[config.mk]
export PLATFORM = sky130hd
export DESIGN_NAME = positional_insert_shift_queue_core
export DESIGN_NICKNAME = d
export VERILOG_FILES = /design/src/rtl/core/pisq_pkg.sv /design/src/rtl/core/pisq_mem.sv /design/src/rtl/core/pisq_seq.sv /design/src/rtl/core/positional_insert_shift_queue_core.sv
export SDC_FILE = /design/constraint.sdc
export NUM_CORES = 2
export LEC_CHECK = 0
export ABC_AREA = 1
export BUFFER_PORTS_ARGS = -buffer_cell sky130_fd_sc_hd__buf_2
export CAP_MARGIN = 20
export CORE_ASPECT_RATIO = 0.7
export CORE_MARGIN = 3
export CORE_UTILIZATION = 63
export DETAILED_ROUTE_END_ITERATION = 7
export PLACE_DENSITY_LB_ADDON = 0.1
export SYNTH_ARGS = -nofsm -noshare
export SYNTH_HDL_FRONTEND = slang
export SYNTH_SLANG_ARGS = --single-unit
[constraint.sdc]
create_clock -name i_clk -period 14.4 [get_ports i_clk]
set_input_delay 0.72 -clock i_clk [delete_from_list [all_inputs] [get_ports i_clk]]
set_output_delay 0.72 -clock i_clk [all_outputs]
set_load 0.02 [all_outputs]
[src/rtl/core/pisq_pkg.sv]
package pisq_pkg;

    localparam int DEPTH_DEF = 16;
    localparam int POS_W     = 4;
    localparam int ID_W      = 27;
    localparam int NAME_W    = 32;
    localparam int SCORE_W   = 14;
    localparam int FILL_W    = 5;

    typedef enum logic [1:0] {
        KIND_APPEND = 2'd0,
        KIND_INSERT = 2'd1,
        KIND_REMOVE = 2'd2,
        KIND_READ   = 2'd3
    } t_kind;

    typedef enum logic [1:0] {
        STAT_OK     = 2'd0,
        STAT_FULL   = 2'd1,
        STAT_EMPTY  = 2'd2,
        STAT_BEYOND = 2'd3
    } t_status;

    typedef enum logic [2:0] {
        ST_IDLE,
        ST_SHRD,
        ST_SHWR,
        ST_WRNEW,
        ST_RDHD,
        ST_RDWT,
        ST_DONE
    } t_state;

    typedef struct packed {
        logic [ID_W-1:0]    id;
        logic [NAME_W-1:0]  name_tag;
        logic [SCORE_W-1:0] score;
    } t_rec;

    typedef struct packed {
        t_kind              kind;
        logic [POS_W-1:0]   position;
        logic [ID_W-1:0]    record_id;
        logic [NAME_W-1:0]  name_tag;
        logic [SCORE_W-1:0] score;
    } t_in;

    typedef struct packed {
        t_status            status;
        logic [FILL_W-1:0]  fill_count;
        logic [ID_W-1:0]    out_id;
        logic [NAME_W-1:0]  out_name_tag;
        logic [SCORE_W-1:0] out_score;
    } t_out;

endpackage

[src/rtl/core/pisq_mem.sv]
module pisq_mem
    import pisq_pkg::*;
#(
    parameter int DEPTH = DEPTH_DEF,
    parameter int AW    = $clog2(DEPTH)
) (
    input  logic          i_clk,
    input  logic          i_we,
    input  logic [AW-1:0] i_waddr,
    input  t_rec          i_wdata,
    input  logic [AW-1:0] i_raddr,
    output t_rec          o_rdata
);

    t_rec r_mem [DEPTH];
    t_rec r_rdata;

    always_ff @(posedge i_clk) begin
        if (i_we) begin
            r_mem[i_waddr] <= i_wdata;
        end
    end

    always_ff @(posedge i_clk) begin
        r_rdata <= r_mem[i_raddr];
    end

    assign o_rdata = r_rdata;

endmodule

[src/rtl/core/pisq_seq.sv]
module pisq_seq
    import pisq_pkg::*;
#(
    parameter int DEPTH = DEPTH_DEF,
    parameter int AW    = $clog2(DEPTH)
) (
    input  logic          i_clk,
    input  logic          i_rst_n,
    input  logic          i_in_valid,
    output logic          o_in_ready,
    input  t_in           i_in,
    output logic          o_done,
    output t_out          o_res,
    input  logic          i_take,
    output logic          o_mem_we,
    output logic [AW-1:0] o_mem_waddr,
    output t_rec          o_mem_wdata,
    output logic [AW-1:0] o_mem_raddr,
    input  t_rec          i_mem_rdata
);

    localparam int CW = $clog2(DEPTH + 1);
    localparam int PW = (CW > POS_W) ? CW : POS_W;

    t_state          r_state, n_state;
    logic [CW-1:0]   r_cnt, n_cnt;
    t_kind           r_op, n_op;
    t_status         r_status, n_status;
    logic [AW-1:0]   r_src, n_src;
    logic [AW-1:0]   r_lim, n_lim;
    logic            r_shift, n_shift;
    t_rec            r_new, n_new;
    t_rec            r_res, n_res;

    logic [PW-1:0]   pos_e;
    logic [PW-1:0]   cnt_e;
    logic [PW-1:0]   tgt_e;
    logic            full;
    logic            accept;

    assign pos_e  = PW'(i_in.position);
    assign cnt_e  = PW'(r_cnt);
    assign full   = (r_cnt == CW'(DEPTH));
    assign accept = i_in_valid && o_in_ready;
    assign tgt_e  = ((i_in.kind == KIND_APPEND) || (pos_e >= cnt_e)) ? cnt_e : pos_e;

    always_comb begin
        n_state     = r_state;
        n_cnt       = r_cnt;
        n_op        = r_op;
        n_status    = r_status;
        n_src       = r_src;
        n_lim       = r_lim;
        n_shift     = r_shift;
        n_new       = r_new;
        n_res       = r_res;
        o_in_ready  = 1'b0;
        o_done      = 1'b0;
        o_mem_we    = 1'b0;
        o_mem_waddr = r_lim;
        o_mem_wdata = r_new;
        o_mem_raddr = r_src;

        case (r_state)
            ST_IDLE: begin
                o_in_ready = 1'b1;
                if (i_in_valid) begin
                    n_op     = i_in.kind;
                    n_shift  = 1'b0;
                    n_status = STAT_OK;
                    n_new    = '{id: i_in.record_id, name_tag: i_in.name_tag,
                                 score: i_in.score};
                    case (i_in.kind)
                        KIND_APPEND, KIND_INSERT: begin
                            if (full) begin
                                n_status = STAT_FULL;
                                n_state  = ST_RDHD;
                            end else begin
                                n_lim = AW'(tgt_e);
                                n_cnt = r_cnt + CW'(1);
                                n_src = AW'(r_cnt - CW'(1));
                                if (cnt_e > tgt_e) begin
                                    n_state = ST_SHRD;
                                end else begin
                                    n_state = ST_WRNEW;
                                end
                            end
                        end
                        KIND_REMOVE: begin
                            if (r_cnt == '0) begin
                                n_status = STAT_EMPTY;
                                n_res    = '0;
                                n_state  = ST_DONE;
                            end else begin
                                n_cnt   = r_cnt - CW'(1);
                                n_lim   = AW'(r_cnt - CW'(1));
                                n_src   = AW'(1);
                                n_shift = (r_cnt > CW'(1));
                                n_state = ST_RDHD;
                            end
                        end
                        default: begin
                            if (r_cnt == '0) begin
                                n_status = STAT_EMPTY;
                                n_res    = '0;
                                n_state  = ST_DONE;
                            end else if (pos_e >= cnt_e) begin
                                n_status = STAT_BEYOND;
                                n_res    = '0;
                                n_state  = ST_DONE;
                            end else begin
                                n_lim   = AW'(pos_e);
                                n_state = ST_RDHD;
                            end
                        end
                    endcase
                end
            end
            ST_SHRD: begin
                o_mem_raddr = r_src;
                n_state     = ST_SHWR;
            end
            ST_SHWR: begin
                o_mem_we    = 1'b1;
                o_mem_wdata = i_mem_rdata;
                if (r_op == KIND_REMOVE) begin
                    o_mem_waddr = r_src - AW'(1);
                    n_src       = r_src + AW'(1);
                end else begin
                    o_mem_waddr = r_src + AW'(1);
                    n_src       = r_src - AW'(1);
                end
                if (r_src == r_lim) begin
                    n_state = (r_op == KIND_REMOVE) ? ST_DONE : ST_WRNEW;
                end else begin
                    n_state = ST_SHRD;
                end
            end
            ST_WRNEW: begin
                o_mem_we    = 1'b1;
                o_mem_waddr = r_lim;
                o_mem_wdata = r_new;
                n_state     = ST_RDHD;
            end
            ST_RDHD: begin
                o_mem_raddr = (r_op == KIND_READ) ? r_lim : '0;
                n_state     = ST_RDWT;
            end
            ST_RDWT: begin
                n_res   = i_mem_rdata;
                n_state = r_shift ? ST_SHRD : ST_DONE;
            end
            ST_DONE: begin
                o_done = 1'b1;
                if (i_take) begin
                    n_state = ST_IDLE;
                end
            end
            default: begin
                n_state = ST_IDLE;
            end
        endcase
    end

    always_ff @(posedge i_clk) begin
        if (!i_rst_n) begin
            r_state <= ST_IDLE;
            r_cnt   <= '0;
        end else begin
            r_state <= n_state;
            r_cnt   <= n_cnt;
        end
    end

    always_ff @(posedge i_clk) begin
        r_op     <= n_op;
        r_status <= n_status;
        r_src    <= n_src;
        r_lim    <= n_lim;
        r_shift  <= n_shift;
        r_new    <= n_new;
        r_res    <= n_res;
    end

    assign o_res = '{status: r_status, fill_count: FILL_W'(r_cnt),
                     out_id: r_res.id, out_name_tag: r_res.name_tag,
                     out_score: r_res.score};

    a_cnt_bound: assert property (@(posedge i_clk) disable iff (!i_rst_n)
        r_cnt <= CW'(DEPTH))
        else $error("entry count exceeds depth");

    a_no_write_idle: assert property (@(posedge i_clk) disable iff (!i_rst_n)
        (r_state == ST_IDLE || r_state == ST_DONE) |-> !o_mem_we)
        else $error("memory written outside an operation");

    a_insert_src: assert property (@(posedge i_clk) disable iff (!i_rst_n)
        (r_state == ST_SHWR && r_op != KIND_REMOVE) |-> (r_src >= r_lim))
        else $error("insert shift ran past target slot");

    a_remove_cnt: assert property (@(posedge i_clk) disable iff (!i_rst_n)
        (accept && i_in.kind == KIND_REMOVE && r_cnt != '0)
        |=> (r_cnt == $past(r_cnt) - CW'(1)))
        else $error("remove did not drop the count");

endmodule

[src/rtl/core/positional_insert_shift_queue_core.sv]
// fixed-depth record queue with positional insert, held in a single-port-write memory
// input channel: i_in_valid / o_in_ready carry one transaction (kind, position, record)
// output channel: o_out_valid / i_out_ready carry one result transaction per input
// a small sequencer moves one entry at a time through the memory ports (ST_SHRD, ST_SHWR)
// steps from accept to result, in order:
//   append / insert: move entries behind the target slot up, write the record, read head
//   remove: read the head, then move the entries left after it down one slot
//   read: read the slot at position; empty and beyond-tail: none; full: read the head
// one transaction is worked on at a time; o_in_ready is high only while the
// sequencer is idle, so no new transaction is taken before the last result leaves it
// a finished result sits in the output register; a new transaction is accepted
// while it waits, and the next result holds in the sequencer until the
// receiver takes the previous one
// reset (i_rst_n low at a clock edge) empties the queue and drops any pending result;
// memory contents are not cleared, entries past the fill count are never reported
module positional_insert_shift_queue_core
    import pisq_pkg::*;
#(
    parameter int DEPTH = DEPTH_DEF
) (
    input  logic i_clk,
    input  logic i_rst_n,
    input  logic i_in_valid,
    output logic o_in_ready,
    input  t_in  i_in,
    output logic o_out_valid,
    input  logic i_out_ready,
    output t_out o_out
);

    localparam int AW = $clog2(DEPTH);

    logic          seq_done;
    t_out          seq_res;
    logic          take;
    logic          mem_we;
    logic [AW-1:0] mem_waddr;
    t_rec          mem_wdata;
    logic [AW-1:0] mem_raddr;
    t_rec          mem_rdata;

    logic r_out_valid, n_out_valid;
    t_out r_out, n_out;

    assign take = !r_out_valid || i_out_ready;

    pisq_seq #(
        .DEPTH (DEPTH),
        .AW    (AW)
    ) u_seq (
        .i_clk       (i_clk),
        .i_rst_n     (i_rst_n),
        .i_in_valid  (i_in_valid),
        .o_in_ready  (o_in_ready),
        .i_in        (i_in),
        .o_done      (seq_done),
        .o_res       (seq_res),
        .i_take      (take),
        .o_mem_we    (mem_we),
        .o_mem_waddr (mem_waddr),
        .o_mem_wdata (mem_wdata),
        .o_mem_raddr (mem_raddr),
        .i_mem_rdata (mem_rdata)
    );

    pisq_mem #(
        .DEPTH (DEPTH),
        .AW    (AW)
    ) u_mem (
        .i_clk   (i_clk),
        .i_we    (mem_we),
        .i_waddr (mem_waddr),
        .i_wdata (mem_wdata),
        .i_raddr (mem_raddr),
        .o_rdata (mem_rdata)
    );

    always_comb begin
        n_out_valid = r_out_valid;
        n_out       = r_out;
        if (seq_done && take) begin
            n_out_valid = 1'b1;
            n_out       = seq_res;
        end else if (i_out_ready) begin
            n_out_valid = 1'b0;
        end
    end

    always_ff @(posedge i_clk) begin
        if (!i_rst_n) begin
            r_out_valid <= 1'b0;
        end else begin
            r_out_valid <= n_out_valid;
        end
    end

    always_ff @(posedge i_clk) begin
        r_out <= n_out;
    end

    assign o_out_valid = r_out_valid;
    assign o_out       = r_out;

endmodule
==> flow_metrics.env <==
export IMPL_peakVddDrop_uv=231
export IMPL_drt_iter0_drc=4204
export IMPL_p_int_mw=9.27
export IMPL_cts_resized=0
export IMPL_path_class="flop to flop"
export IMPL_clk_pin_slew_ns=0.07
export IMPL_finalMaxSlewViolations=0
export IMPL_final_nets=4836
export IMPL_root_buffer="clkbuf_16"
export IMPL_avgRoutedWirePerCell_um=21.6
export IMPL_arrival_ns=5.93
export IMPL_period_minus_slack_ns=5.30
export IMPL_vias=35200
export IMPL_yosysTopAreaCellShare_pct=72.1
export IMPL_grt_pass1_vias=33000
export IMPL_worstPathCellList="inv_2 -> nand2_2 -> nor2_4 -> o21ai_1 -> o21ai_4 -> buf_4 -> buf_4 -> buf_4 -> buf_4 -> a21oi_1 -> o21ai_0 -> nand3_1 -> nand3_1 -> nand2_1"
export IMPL_firstDrtPassIters=5
export IMPL_cp_depth=14
export IMPL_syn_num_nets=4667
export IMPL_cap_violations=0
export IMPL_worst_slack_ns=9.10
export IMPL_rows=92
export IMPL_async_flop_share_pct=0
export IMPL_yosys_most_used_dff="edfxtp_1"
export IMPL_cp_max_fo=90
export IMPL_slowest_stage="buf_4"
export IMPL_netlist_area_mm2=0.0586
export IMPL_hold_path_depth=1
export IMPL_cts_tree="done"
export IMPL_grt_usage_pct=27.4
export IMPL_drc=0
export IMPL_vias_per_cell=5.80
export IMPL_seq_area_frac_synth_pct=74.9
export IMPL_fmax_mhz=189
export IMPL_dpl_hpwl_mm=66.2
export IMPL_ys_top_cells_by_area="edfxtp_1 72%, inv_1 4.5%, nand3_1 3.8%, o211ai_1 3.8%, nand2_1 3.2%"
export IMPL_dieArea_mm2=0.0967
export IMPL_max_stage_delay_ns=0.91
export IMPL_max_slew_margin_pct=18.5
export IMPL_hold_viol=0
export IMPL_avgSynthCellArea_um2=12.8
export IMPL_gp_congestion=0.843
export IMPL_grt_max_degree=266
export IMPL_leakage_nw=24.2
export IMPL_postSynthCellCount=4571
export IMPL_cp_num_buf_inv=5
export IMPL_wl_mm=131
export IMPL_cpLargestDelayFamily="buffers and inverters"
export IMPL_p_sw_mw=5.38
export IMPL_synth_edff_count=1407
export IMPL_hold_buffers=0
export IMPL_power_density_mw_per_mm2=225
export IMPL_synth_seq_cells=1489
export IMPL_die_w_um=370
export IMPL_cp_end_kind="flop"
export IMPL_min_period_over_period_pct=36.8
export IMPL_rsz0062_at_grt="no"
export IMPL_cts_buffers_inserted=136
export IMPL_ant_nets=0
export IMPL_worst_slew_pin_slew_ns=1.22
export IMPL_drive_above_1_share_pct=10.5
export IMPL_yosysMostFrequentCell="edfxtp_1"
export IMPL_antennaDiodeCount=0
export IMPL_start_util_pct=64.3
export IMPL_setup_viol=0
export IMPL_die_h_um=261
export IMPL_place_ws_ns=9.27
export IMPL_syn_to_final_growth_pct=11.1
export IMPL_hp_class="primary input to flop"
export IMPL_crit_top_cell="buf_4"
export IMPL_cts_max_level=4
export IMPL_post_cts_setup_buffer_count=0
export IMPL_cts_path_max_buffers=3
export IMPL_portBuffers=164
export IMPL_status="completed"
export IMPL_cts_sinks=1489
export IMPL_start_kind="flop"
export IMPL_netlist_top_cells_count="1407 x edfxtp_1, 702 x inv_1, 507 x nand2_1, 449 x nand3_1, 371 x o21ai_0"
export IMPL_insertion_delay_ns=0.75
export IMPL_seqPwrFrac_pct=41.2
export IMPL_grt_pass1_wl_mm=200
export IMPL_synth_cell_type_count=31
export IMPL_ff2ff_path_depth=14
export IMPL_clock_skew_ns=0.0284
export IMPL_antenna_found_initial=1
export IMPL_sw_frac_of_total_pct=36.7
export IMPL_gr_total_overflow=0
export IMPL_p_comb_share_pct=35.1
export IMPL_clkPwrFrac_pct=23.7
export IMPL_ioPinCount=165
export IMPL_required_ns=15.03
export IMPL_ys_warnings_count=0
export IMPL_coreArea_mm2=0.0911
export IMPL_synth_area_leader_cell="edfxtp_1"
export IMPL_setup_tns_final_ns=0
[worst paths after layout]
kind                                          end             start  slack [ns]
worst min-delay path              u_seq.r_new[22]          i_in[22]        0.14
worst max-delay path            u_mem.o_rdata[27]  u_seq.r_state[1]        9.10
worst max register to register  u_mem.o_rdata[27]  u_seq.r_state[1]        9.10
worst min register to register          o_out[71]   u_seq.o_res[71]        0.41
[logic make-up after synthesis]
group | Yosys count | share of synthesized area, %
xor+xnor | 12 | 0.179
flops | 1489 | 74.9
simple gates | 1084 | 7.95
compound gates | 1001 | 9.89
fa+ha+maj | 13 | 0.278
buf+inv | 972 | 6.77
[placed cells by master (no fill, tap or decap), drive strengths merged]
master,n
dfxtp,82
bufinv,7
a311oi,1
nand3,449
buf,298
a32o,2
clkbuf,196
a21oi,301
xnor2,3
or2,1
clkinvlp,2
nor2,118
edfxtp,1407
clkinv,36
xor2,9
nand4,2
nor4,2
inv,706
o21bai,2
ha,13
a31oi,5
nor3,4
nand2,508
o211ai,298
o221ai,1
o21ai,391
[through the flow]
step | std cells | utilization [%] | cell area (um^2) | power [mW] | hold WS, ns
final | 6066 | 71.5 | 65100 | 14.7 | 0.144
after global routing | 6066 | 71.5 | 65100 | 15.5 | 0.119
after CTS | 6056 | 71.4 | 65000 | 14.7 | 0.0925
after detailed placement | 5814 | 66.7 | 60800 | 11.2 | 0.405
after global placement | 5812 | 66.7 | 60700 | 11.1 | 0.401
after floorplan | 4571 | - | 58600 | 9.72 | 0.400
[area by class of cell]
type                       instances  area [um^2]
fill                            6118        26000
multi-input combinational       2110        10900
timing repair buffer             298         1880
sequential                      1489        43900
clock buffer                     196         3840
tap                             1222         1530
clock inverter                    46          403
inverter                         705         2660
[registers in the layout, summed over array words and instances (netlist names)]
name	cells
u_seq.r_src	4
o_out	80
u_seq.r_state	3
u_seq.r_new	73
u_mem.o_rdata	73
u_seq.r_status	2
u_seq.r_shift	1
o_out_valid	1
u_seq.r_op	2
u_mem.r_mem	1168
u_seq.r_lim	4
u_seq.o_res	73
u_seq.cnt_e	5
[worst register-to-register path, stage by stage (launching register included)]
cell and delay, ns:
dfxtp_1 0.31, inv_2 0.12, nand2_2 0.10, nor2_4 0.30
o21ai_1 0.18, o21ai_4 0.08, buf_4 0.80, buf_4 0.96
buf_4 0.83, buf_4 0.89, a21oi_1 0.16, o21ai_0 0.15
nand3_1 0.13, nand3_1 0.13, nand2_1 0.06
[power groups by stage]
| stage | clock network, mW | logic, mW | registers (mW) |
|---|---|---|---|
| 4_1_cts | 3.53 | 5.09 | 6.03 |
| 3_3_place_gp | 0 | 4.95 | 6.12 |
| 2_1_floorplan | 0 | 3.59 | 6.13 |
| 3_5_place_dp | 0 | 5.06 | 6.12 |
| 6_report | 3.47 | 5.15 | 6.03 |
| 5_1_grt | 3.69 | 5.75 | 6.06 |
[routing by layer]
layer  GRT usage (%)  up-vias  share of wire [%]  wire length [um]
li1                -    16500                  -                 -
met3            4.43      204                9.1             12000
met5               0        -                  0                 0
met4            8.22        0                2.0              2640
met1            41.7    16900                 44             57200
met2            41.2     1563                 45             59400
No activity file was read; power rests on OpenSTA's default activity.
